$ cat src/rtl/core/bpm_pkg.sv
`timescale 1ns / 1ps
`default_nettype none
// ----------------------------------------------------------------------------
// bpm_pkg
// Shared types, codes and helpers of the bracket pair matcher.
// ----------------------------------------------------------------------------
package bpm_pkg;

  // Sequencer states
  typedef enum logic [1:0] {
    S_IDLE,
    S_SCAN,
    S_DRAIN,
    S_FIN
  } state_t;

  // Operation codes
  localparam logic OP_BRACKET = 1'b0;
  localparam logic OP_EOL     = 1'b1;

  // Result kinds
  localparam logic RESULT_MARK = 1'b0;
  localparam logic RESULT_LINE = 1'b1;

  // Bracket kind with no meaning
  localparam logic [1:0] KIND_NONE = 2'd3;

  // Mark for a bracket without partner
  localparam logic [1:0] MARK_UNPAIRED = 2'd3;

  // Remainder by three: base-4 digits sum modulo three, since 4 = 1 mod 3
  function automatic logic [1:0] mod3(input logic [7:0] v);
    logic [2:0] r;
    r = 3'd0;
    for (int i = 3; i >= 0; i--) begin
      r = r + {1'b0, v[2*i +: 2]};
      if (r >= 3'd3) begin
        r = r - 3'd3;
      end
    end
    return r[1:0];
  endfunction

endpackage
`default_nettype wire

$ cat src/rtl/core/bracket_pair_matcher.sv
`timescale 1ns / 1ps
`default_nettype none
// ----------------------------------------------------------------------------
// bracket_pair_matcher
// Stack of open brackets that colours bracket pairs by depth and packs the
// carried-over brackets into a line state word at each end of line.
// ----------------------------------------------------------------------------
// Usage: drive a word on the input ports and raise start; it is taken at the
// edge where start is high and busy is low. Results come out one per cycle on
// the result ports while strobe is high; last marks the final result of the
// word. The receiver cannot stall, so no result is ever held back.
// Timing: an opener, an unmatched closer and an end of line give their single
// result in the cycle after the word is taken, with busy staying low, so such
// words go in every cycle. A masked bracket word or one of kind 3 gives nothing.
// A matched closer at stack index m with count entries searches the kind
// lanes in the accept cycle, then reads the column memory once for each entry
// from m+1 up to count-1 and for m (one read a cycle); busy stays high
// through the drain and finish states. The column memory port sets that pace.
// Reset empties the stack; no clearing pass is needed.
// ----------------------------------------------------------------------------
module bracket_pair_matcher #(
  parameter int STACK_DEPTH = 16,
  parameter int CARRIED_MAX = 12
) (
  input  wire logic        clk,
  input  wire logic        rst,
  input  wire logic        start,
  output logic             busy,
  input  wire logic        operation,
  input  wire logic [1:0]  bracket_kind,
  input  wire logic        is_close,
  input  wire logic        masked,
  input  wire logic [15:0] column,
  input  wire logic [2:0]  comment_bits,
  output logic             strobe,
  output logic             result_kind,
  output logic [15:0]      mark_column,
  output logic [1:0]       mark,
  output logic [31:0]      line_state,
  output logic             last
);

  localparam int AW = (STACK_DEPTH > 1) ? $clog2(STACK_DEPTH) : 1;
  localparam int CW = $clog2(STACK_DEPTH + 1);

  // Control state
  bpm_pkg::state_t state, state_next;
  logic [CW-1:0] count, count_next;
  logic [AW-1:0] addr, addr_next;
  logic          pend, pend_next;
  logic [1:0]    pend_mark, pend_mark_next;

  // Per-entry lanes and column memory
  logic [1:0]             kind_lane [STACK_DEPTH];
  logic [STACK_DEPTH-1:0] on_line;
  logic [15:0]            col_mem [STACK_DEPTH];
  logic [15:0]            rd_col;

  // Closer context held during the scan
  logic [AW-1:0] match_idx;
  logic [1:0]    match_color;
  logic [15:0]   close_col;

  // Decode of the word at the ports
  logic          accept;
  logic          do_eol, do_push, do_full, do_close;
  logic          hit_found;
  logic [AW-1:0] hit_idx;
  logic [CW-1:0] hit_ext, hit_inc;
  logic [CW-1:0] keep;
  logic [7:0]    keep8;
  logic [31:0]   packed_state;
  logic [AW-1:0] push_idx;

  // Output register next values
  logic          out_load;
  logic          out_kind_next;
  logic [15:0]   out_col_next;
  logic [1:0]    out_mark_next;
  logic [31:0]   out_state_next;
  logic          out_last_next;

  assign busy     = (state != bpm_pkg::S_IDLE);
  assign accept   = start && !busy;
  assign push_idx = count[AW-1:0];

  // Classify the incoming word
  always_comb begin
    do_eol   = accept && (operation == bpm_pkg::OP_EOL);
    do_push  = 1'b0;
    do_full  = 1'b0;
    do_close = 1'b0;
    if (accept && (operation == bpm_pkg::OP_BRACKET) && !masked &&
        (bracket_kind != bpm_pkg::KIND_NONE)) begin
      if (is_close) begin
        do_close = 1'b1;
      end else if (count == CW'(STACK_DEPTH)) begin
        do_full = 1'b1;
      end else begin
        do_push = 1'b1;
      end
    end
  end

  // Search the live lanes for the topmost opener of the closer's kind
  always_comb begin
    hit_found = 1'b0;
    hit_idx   = '0;
    for (int j = 0; j < STACK_DEPTH; j++) begin
      if ((CW'(j) < count) && (kind_lane[j] == bracket_kind)) begin
        hit_found = 1'b1;
        hit_idx   = AW'(j);
      end
    end
    hit_ext = CW'(hit_idx);
    hit_inc = hit_ext + CW'(1);
  end

  // Pack the carried entries for end of line
  always_comb begin
    keep  = (count < CW'(CARRIED_MAX)) ? count : CW'(CARRIED_MAX);
    keep8 = 8'(keep);
    packed_state      = '0;
    packed_state[2:0] = comment_bits;
    packed_state[7:3] = keep8[4:0];
    for (int i = 0; i < CARRIED_MAX; i++) begin
      if (CW'(i) < keep) begin
        packed_state[8 + 2*i +: 2] = kind_lane[i];
      end
    end
  end

  // Next state, scan sequencing and result selection
  always_comb begin
    state_next     = state;
    count_next     = count;
    addr_next      = addr;
    pend_next      = 1'b0;
    pend_mark_next = bpm_pkg::MARK_UNPAIRED;
    out_load       = 1'b0;
    out_kind_next  = bpm_pkg::RESULT_MARK;
    out_col_next   = '0;
    out_mark_next  = '0;
    out_state_next = '0;
    out_last_next  = 1'b0;

    // Emit a skipped or opener mark read in the previous cycle
    if (pend) begin
      out_load      = 1'b1;
      out_col_next  = rd_col;
      out_mark_next = pend_mark;
    end

    unique case (state)
      bpm_pkg::S_IDLE: begin
        if (do_eol) begin
          count_next     = keep;
          out_load       = 1'b1;
          out_kind_next  = bpm_pkg::RESULT_LINE;
          out_state_next = packed_state;
          out_last_next  = 1'b1;
        end else if (do_push) begin
          count_next    = count + CW'(1);
          out_load      = 1'b1;
          out_col_next  = column;
          out_mark_next = bpm_pkg::mod3(8'(count));
          out_last_next = 1'b1;
        end else if (do_full || (do_close && !hit_found)) begin
          out_load      = 1'b1;
          out_col_next  = column;
          out_mark_next = bpm_pkg::MARK_UNPAIRED;
          out_last_next = 1'b1;
        end else if (do_close) begin
          state_next = bpm_pkg::S_SCAN;
          addr_next  = (hit_inc < count) ? hit_inc[AW-1:0] : hit_idx;
        end
      end
      bpm_pkg::S_SCAN: begin
        // Issue one column read; the opener itself is read last
        pend_next      = on_line[addr];
        pend_mark_next = (addr == match_idx) ? match_color : bpm_pkg::MARK_UNPAIRED;
        if (addr == match_idx) begin
          state_next = bpm_pkg::S_DRAIN;
        end else if ((CW'(addr) + CW'(1)) == count) begin
          addr_next = match_idx;
        end else begin
          addr_next = addr + AW'(1);
        end
      end
      bpm_pkg::S_DRAIN: begin
        state_next = bpm_pkg::S_FIN;
      end
      bpm_pkg::S_FIN: begin
        // Cut the stack and emit the closer
        count_next    = CW'(match_idx);
        out_load      = 1'b1;
        out_col_next  = close_col;
        out_mark_next = match_color;
        out_last_next = 1'b1;
        state_next    = bpm_pkg::S_IDLE;
      end
      default: begin
        state_next = bpm_pkg::S_IDLE;
      end
    endcase
  end

  // Control registers
  always_ff @(posedge clk) begin
    if (rst) begin
      state  <= bpm_pkg::S_IDLE;
      count  <= '0;
      pend   <= 1'b0;
      strobe <= 1'b0;
    end else begin
      state  <= state_next;
      count  <= count_next;
      pend   <= pend_next;
      strobe <= out_load;
    end
  end

  // Payload registers
  always_ff @(posedge clk) begin
    addr      <= addr_next;
    pend_mark <= pend_mark_next;
    if (do_close) begin
      match_idx   <= hit_idx;
      match_color <= bpm_pkg::mod3(8'(hit_idx));
      close_col   <= column;
    end
    if (out_load) begin
      result_kind <= out_kind_next;
      mark_column <= out_col_next;
      mark        <= out_mark_next;
      line_state  <= out_state_next;
      last        <= out_last_next;
    end
  end

  // Kind lanes and on-line flags: push writes the top, end of line clears every on-line flag
  always_ff @(posedge clk) begin
    if (do_push) begin
      kind_lane[push_idx] <= bracket_kind;
      on_line[push_idx]   <= 1'b1;
    end
    if (do_eol) begin
      on_line <= '0;
    end
  end

  // Column memory: write on push, registered read during the scan
  always_ff @(posedge clk) begin
    if (do_push) begin
      col_mem[push_idx] <= column;
    end
    if (state == bpm_pkg::S_SCAN) begin
      rd_col <= col_mem[addr];
    end
  end

endmodule
`default_nettype wire
$ cat config.mk
export PLATFORM = sky130hd
export DESIGN_NAME = bracket_pair_matcher
export DESIGN_NICKNAME = d
export VERILOG_FILES = /design/src/rtl/core/bpm_pkg.sv /design/src/rtl/core/bracket_pair_matcher.sv
export SDC_FILE = /design/constraint.sdc
export NUM_CORES = 1
export LEC_CHECK = 0
export CAP_MARGIN = 40
export CORE_AREA = 8 8 186 188
export DETAILED_ROUTE_END_ITERATION = 12
export DIE_AREA = 0 0 194 196
export DONT_BUFFER_PORTS = 1
export GPL_TIMING_DRIVEN = 0
export PLACE_DENSITY_LB_ADDON = 0.08
export SLEW_MARGIN = 10
export SYNTH_ARGS = -nofsm -noshare
export SYNTH_HDL_FRONTEND = slang
export SYNTH_SLANG_ARGS = --single-unit
$ cat constraint.sdc
create_clock -name clk -period 6.3 [get_ports clk]
set_input_delay 0.315 -clock clk [delete_from_list [all_inputs] [get_ports clk]]
set_output_delay 0.315 -clock clk [all_outputs]
set_load 0.05 [all_outputs]
==> flow_summary.ini <==
[run_status]
status = finished, final reports clean

[route]
ant_nets = 0
vias = 9280
drt-pass1-iter-count = 6
wl_per_cell_um = 28.11
drc = 0
drtIter0Drc = 952
post_drt_via_cell_ratio = 6.216
drt-total-wl_mm = 41.97

[synthesis]
synth_seq_cells = 409
yosysTopAreaCell = edfxtp_1
synth_area_sq_um = 17220
syn_area_per_cell_sq_um = 17.70
yosys-top-cells-area = edfxtp_1 (67%), mux4_2 (11%), dfxtp_1 (3.1%)
synth_top_area_share_pct = 66.60
synth_enable_flop_cells = 382
synth-seq-area-share_pct = 69.74
async_flop_share_pct = 0
ys_warn_count = 0
synthFlopType = edfxtp_1
syn_nets = 1026
synth_cell_types = 78
syn_inst = 973

[worst_setup_path]
crit_path_start_kind = flip-flop
required_ns = 6.61
cp.arrival_ns = 4.59
r2r_cells = 15
path_depth = 15
cp_num_buf_inv = 3
critical_path.cell_chain = buf_2, clkbuf_1, nand3_1, a22oi_1, a32oi_1, nand2_1, inv_1, ha_1, xor2_1, ha_1, nand3_1, o21ai_0, o21ai_4, mux2i_1, a211oi_1
r2r_slack_ns = 2.02
end_kind = flip-flop
cp_max_fo = 10
cpLargestDelayFamily = compound AO/OA/AOI/OAI gates
worst-setup-path-type = reg2reg
crit_slowest_cell = clkbuf_1
cpPeakStageDelay_ns = 0.57

[power]
powerDensity_nw_per_um2 = 343.4
intPower_uw = 4825
vdd_ir_drop_max_mv = 0.2500
p_switching_uw = 1855
swShare_pct = 27.77
p_clk_share_pct = 35.5
p_comb_share_pct = 12.6
pwr-share-seq_pct = 52.0
cellLeakagePower_uw = 0.006518

[job]
maxCapViolCount = 0

[clocking]
cts_buffer_depth = 3
numCtsBuffers = 42
cts_sinks = 409
ctsResizeCount = 0
insertion_delay_ns = 0.55
clk_pin_slew_ns = 0.06
clock-root-buffer = clkbuf_16
htree_num_levels = 2
cts_tree = done

[place]
place_congestion = 0.9086
io_buffers = 0
placed_cells = 1392
pre_cts_ws_ns = 2.144
dp_hpwl_mm = 25.69

[timing]
finalClockSkew_ns = 0.02171
rsz0062_at_grt = no
setup_slack_ns = 2.021
fin_hold_ws_ns = 0.01212
slew_headroom_pct = 42.23
min_period_over_period_pct = 67.91
setup_viol = 0
finalHoldViolCount = 0
drv_slew = 0
fin_crit_ns = 4.279
max_freq_mhz = 233.7
worstMarginPinSlew_ns = 0.8666
finalSetupTns_ns = 0

[global_route]
antenna_found_initial = 0
grt_use_total_pct = 22.23
grt_pass1_wl_mm = 62.54
overflow = 0
grt_pass1_vias = 9481
grt_max_degree = 53

[finish]
final_common_cell = edfxtp_1
layout.nets = 1104
syn2layout_area_growth_pct = 12.94
drive_above_1_share_pct = 22.49
layout_common_cells = edfxtp_1 (382), mux4_2 (85), clkbuf_16 (43), inv_1 (38), nor2_1 (28)
antenna-diode-count = 0
stdcell_count = 1493

[floorplanning]
row_count = 66
die_w_um = 194
die_y_um = 196
start_util_pct = 54.04
core_area_sq_um = 31880
dieArea_sq_um = 38020
ios = 81

[min_path]
hold_depth = 2
hold_class = in2reg
cells by family after synthesis:
kind of cell / Yosys count / synth area share (%)
mux: 93 / 11.59
compound gates: 153 / 6.894
buf+inv: 88 / 2.492
xor+xnor: 44 / 2.325
fa+ha+maj: 26 / 2.020
simple gates: 159 / 4.925
other cells: 1 / 0.02177
flops: 409 / 69.74
per-layer routing:
metal / track usage [%] / part of all wire [%]
met1: 30.15 / 43
met2: 36.82 / 49
met3: 3.667 / 5.9
met4: 6.761 / 2.8
met5: 0 / 0
metrics by stage:
| stage | utilization, % | area [sq um] | power [uW] |
|---|---|---|---|
| 2_1_floorplan | - | 17220 | 4063 |
| 3_3_place_gp | 55.64 | 17730 | 4291 |
| 3_5_place_dp | 56.15 | 17900 | 4330 |
| 4_1_cts | 61.03 | 19450 | 6729 |
| 5_1_grt | 61.03 | 19450 | 6910 |
| 6_report | 61.03 | 19450 | 6681 |
power by group through the flow:
stage	Sequential (uW)	Clock, uW	Combinational [uW]
floorplan	3510	0	551
global placement	3540	0	752
detailed placement	3530	0	799
CTS	3480	2410	845
global route	3490	2510	909
finish	3470	2370	840
cell usage after synthesis (all sizes together) (4+ instances only):
master and n:
a211oi 11, a21o 6, a21oi 22, a22oi 18, a31oi 4, and2 27, and3 17, buf 33
clkbuf 16, dfxtp 27, edfxtp 382, ha 23, inv 38, mux2i 7, mux4 85, nand2 28
nand3 14, nor2 30, nor2b 11, nor3 10, nor4 5, o211ai 4, o21a 19, o21ai 35
o31ai 4, or2 6, xnor2 21, xor2 23
registers in the layout, summed over array words and instances, names as in the netlist, 2 cells and up:
| name | flops |
|---|---|
| addr | 4 |
| close_col | 16 |
| col_mem | 256 |
| count | 5 |
| kind_lane | 32 |
| line_state | 32 |
| mark | 2 |
| mark_column | 16 |
| match_color | 2 |
| match_idx | 4 |
| on_line | 16 |
| pend_mark | 2 |
| rd_col | 16 |
| state | 2 |
worst paths after layout:
path              startpoint             end
hold / removal     column[1]  mark_column[1]
setup reg to reg    count[1]         addr[3]
setup / recovery    count[1]         addr[3]
hold reg to reg   on_line[2]      on_line[2]
final cells by class:
class,count,area (sq um)
Clock inverter,22,150.1
Sequential cell,409,12010
Inverter,39,146.4
Tap cell,408,510.5
Timing Repair Buffer,34,364.1
Buffer,49,284.0
Multi-Input combinational cell,476,4811
Fill cell,2310,12420
Clock buffer,56,1175
repair_timing:
action / in CTS / in global routing
buffers inserted: 0 / 0
hold endpoints to repair: 316 / 0
hold buffers: 23 / 0
No activity file was read; power rests on OpenSTA's default activity.
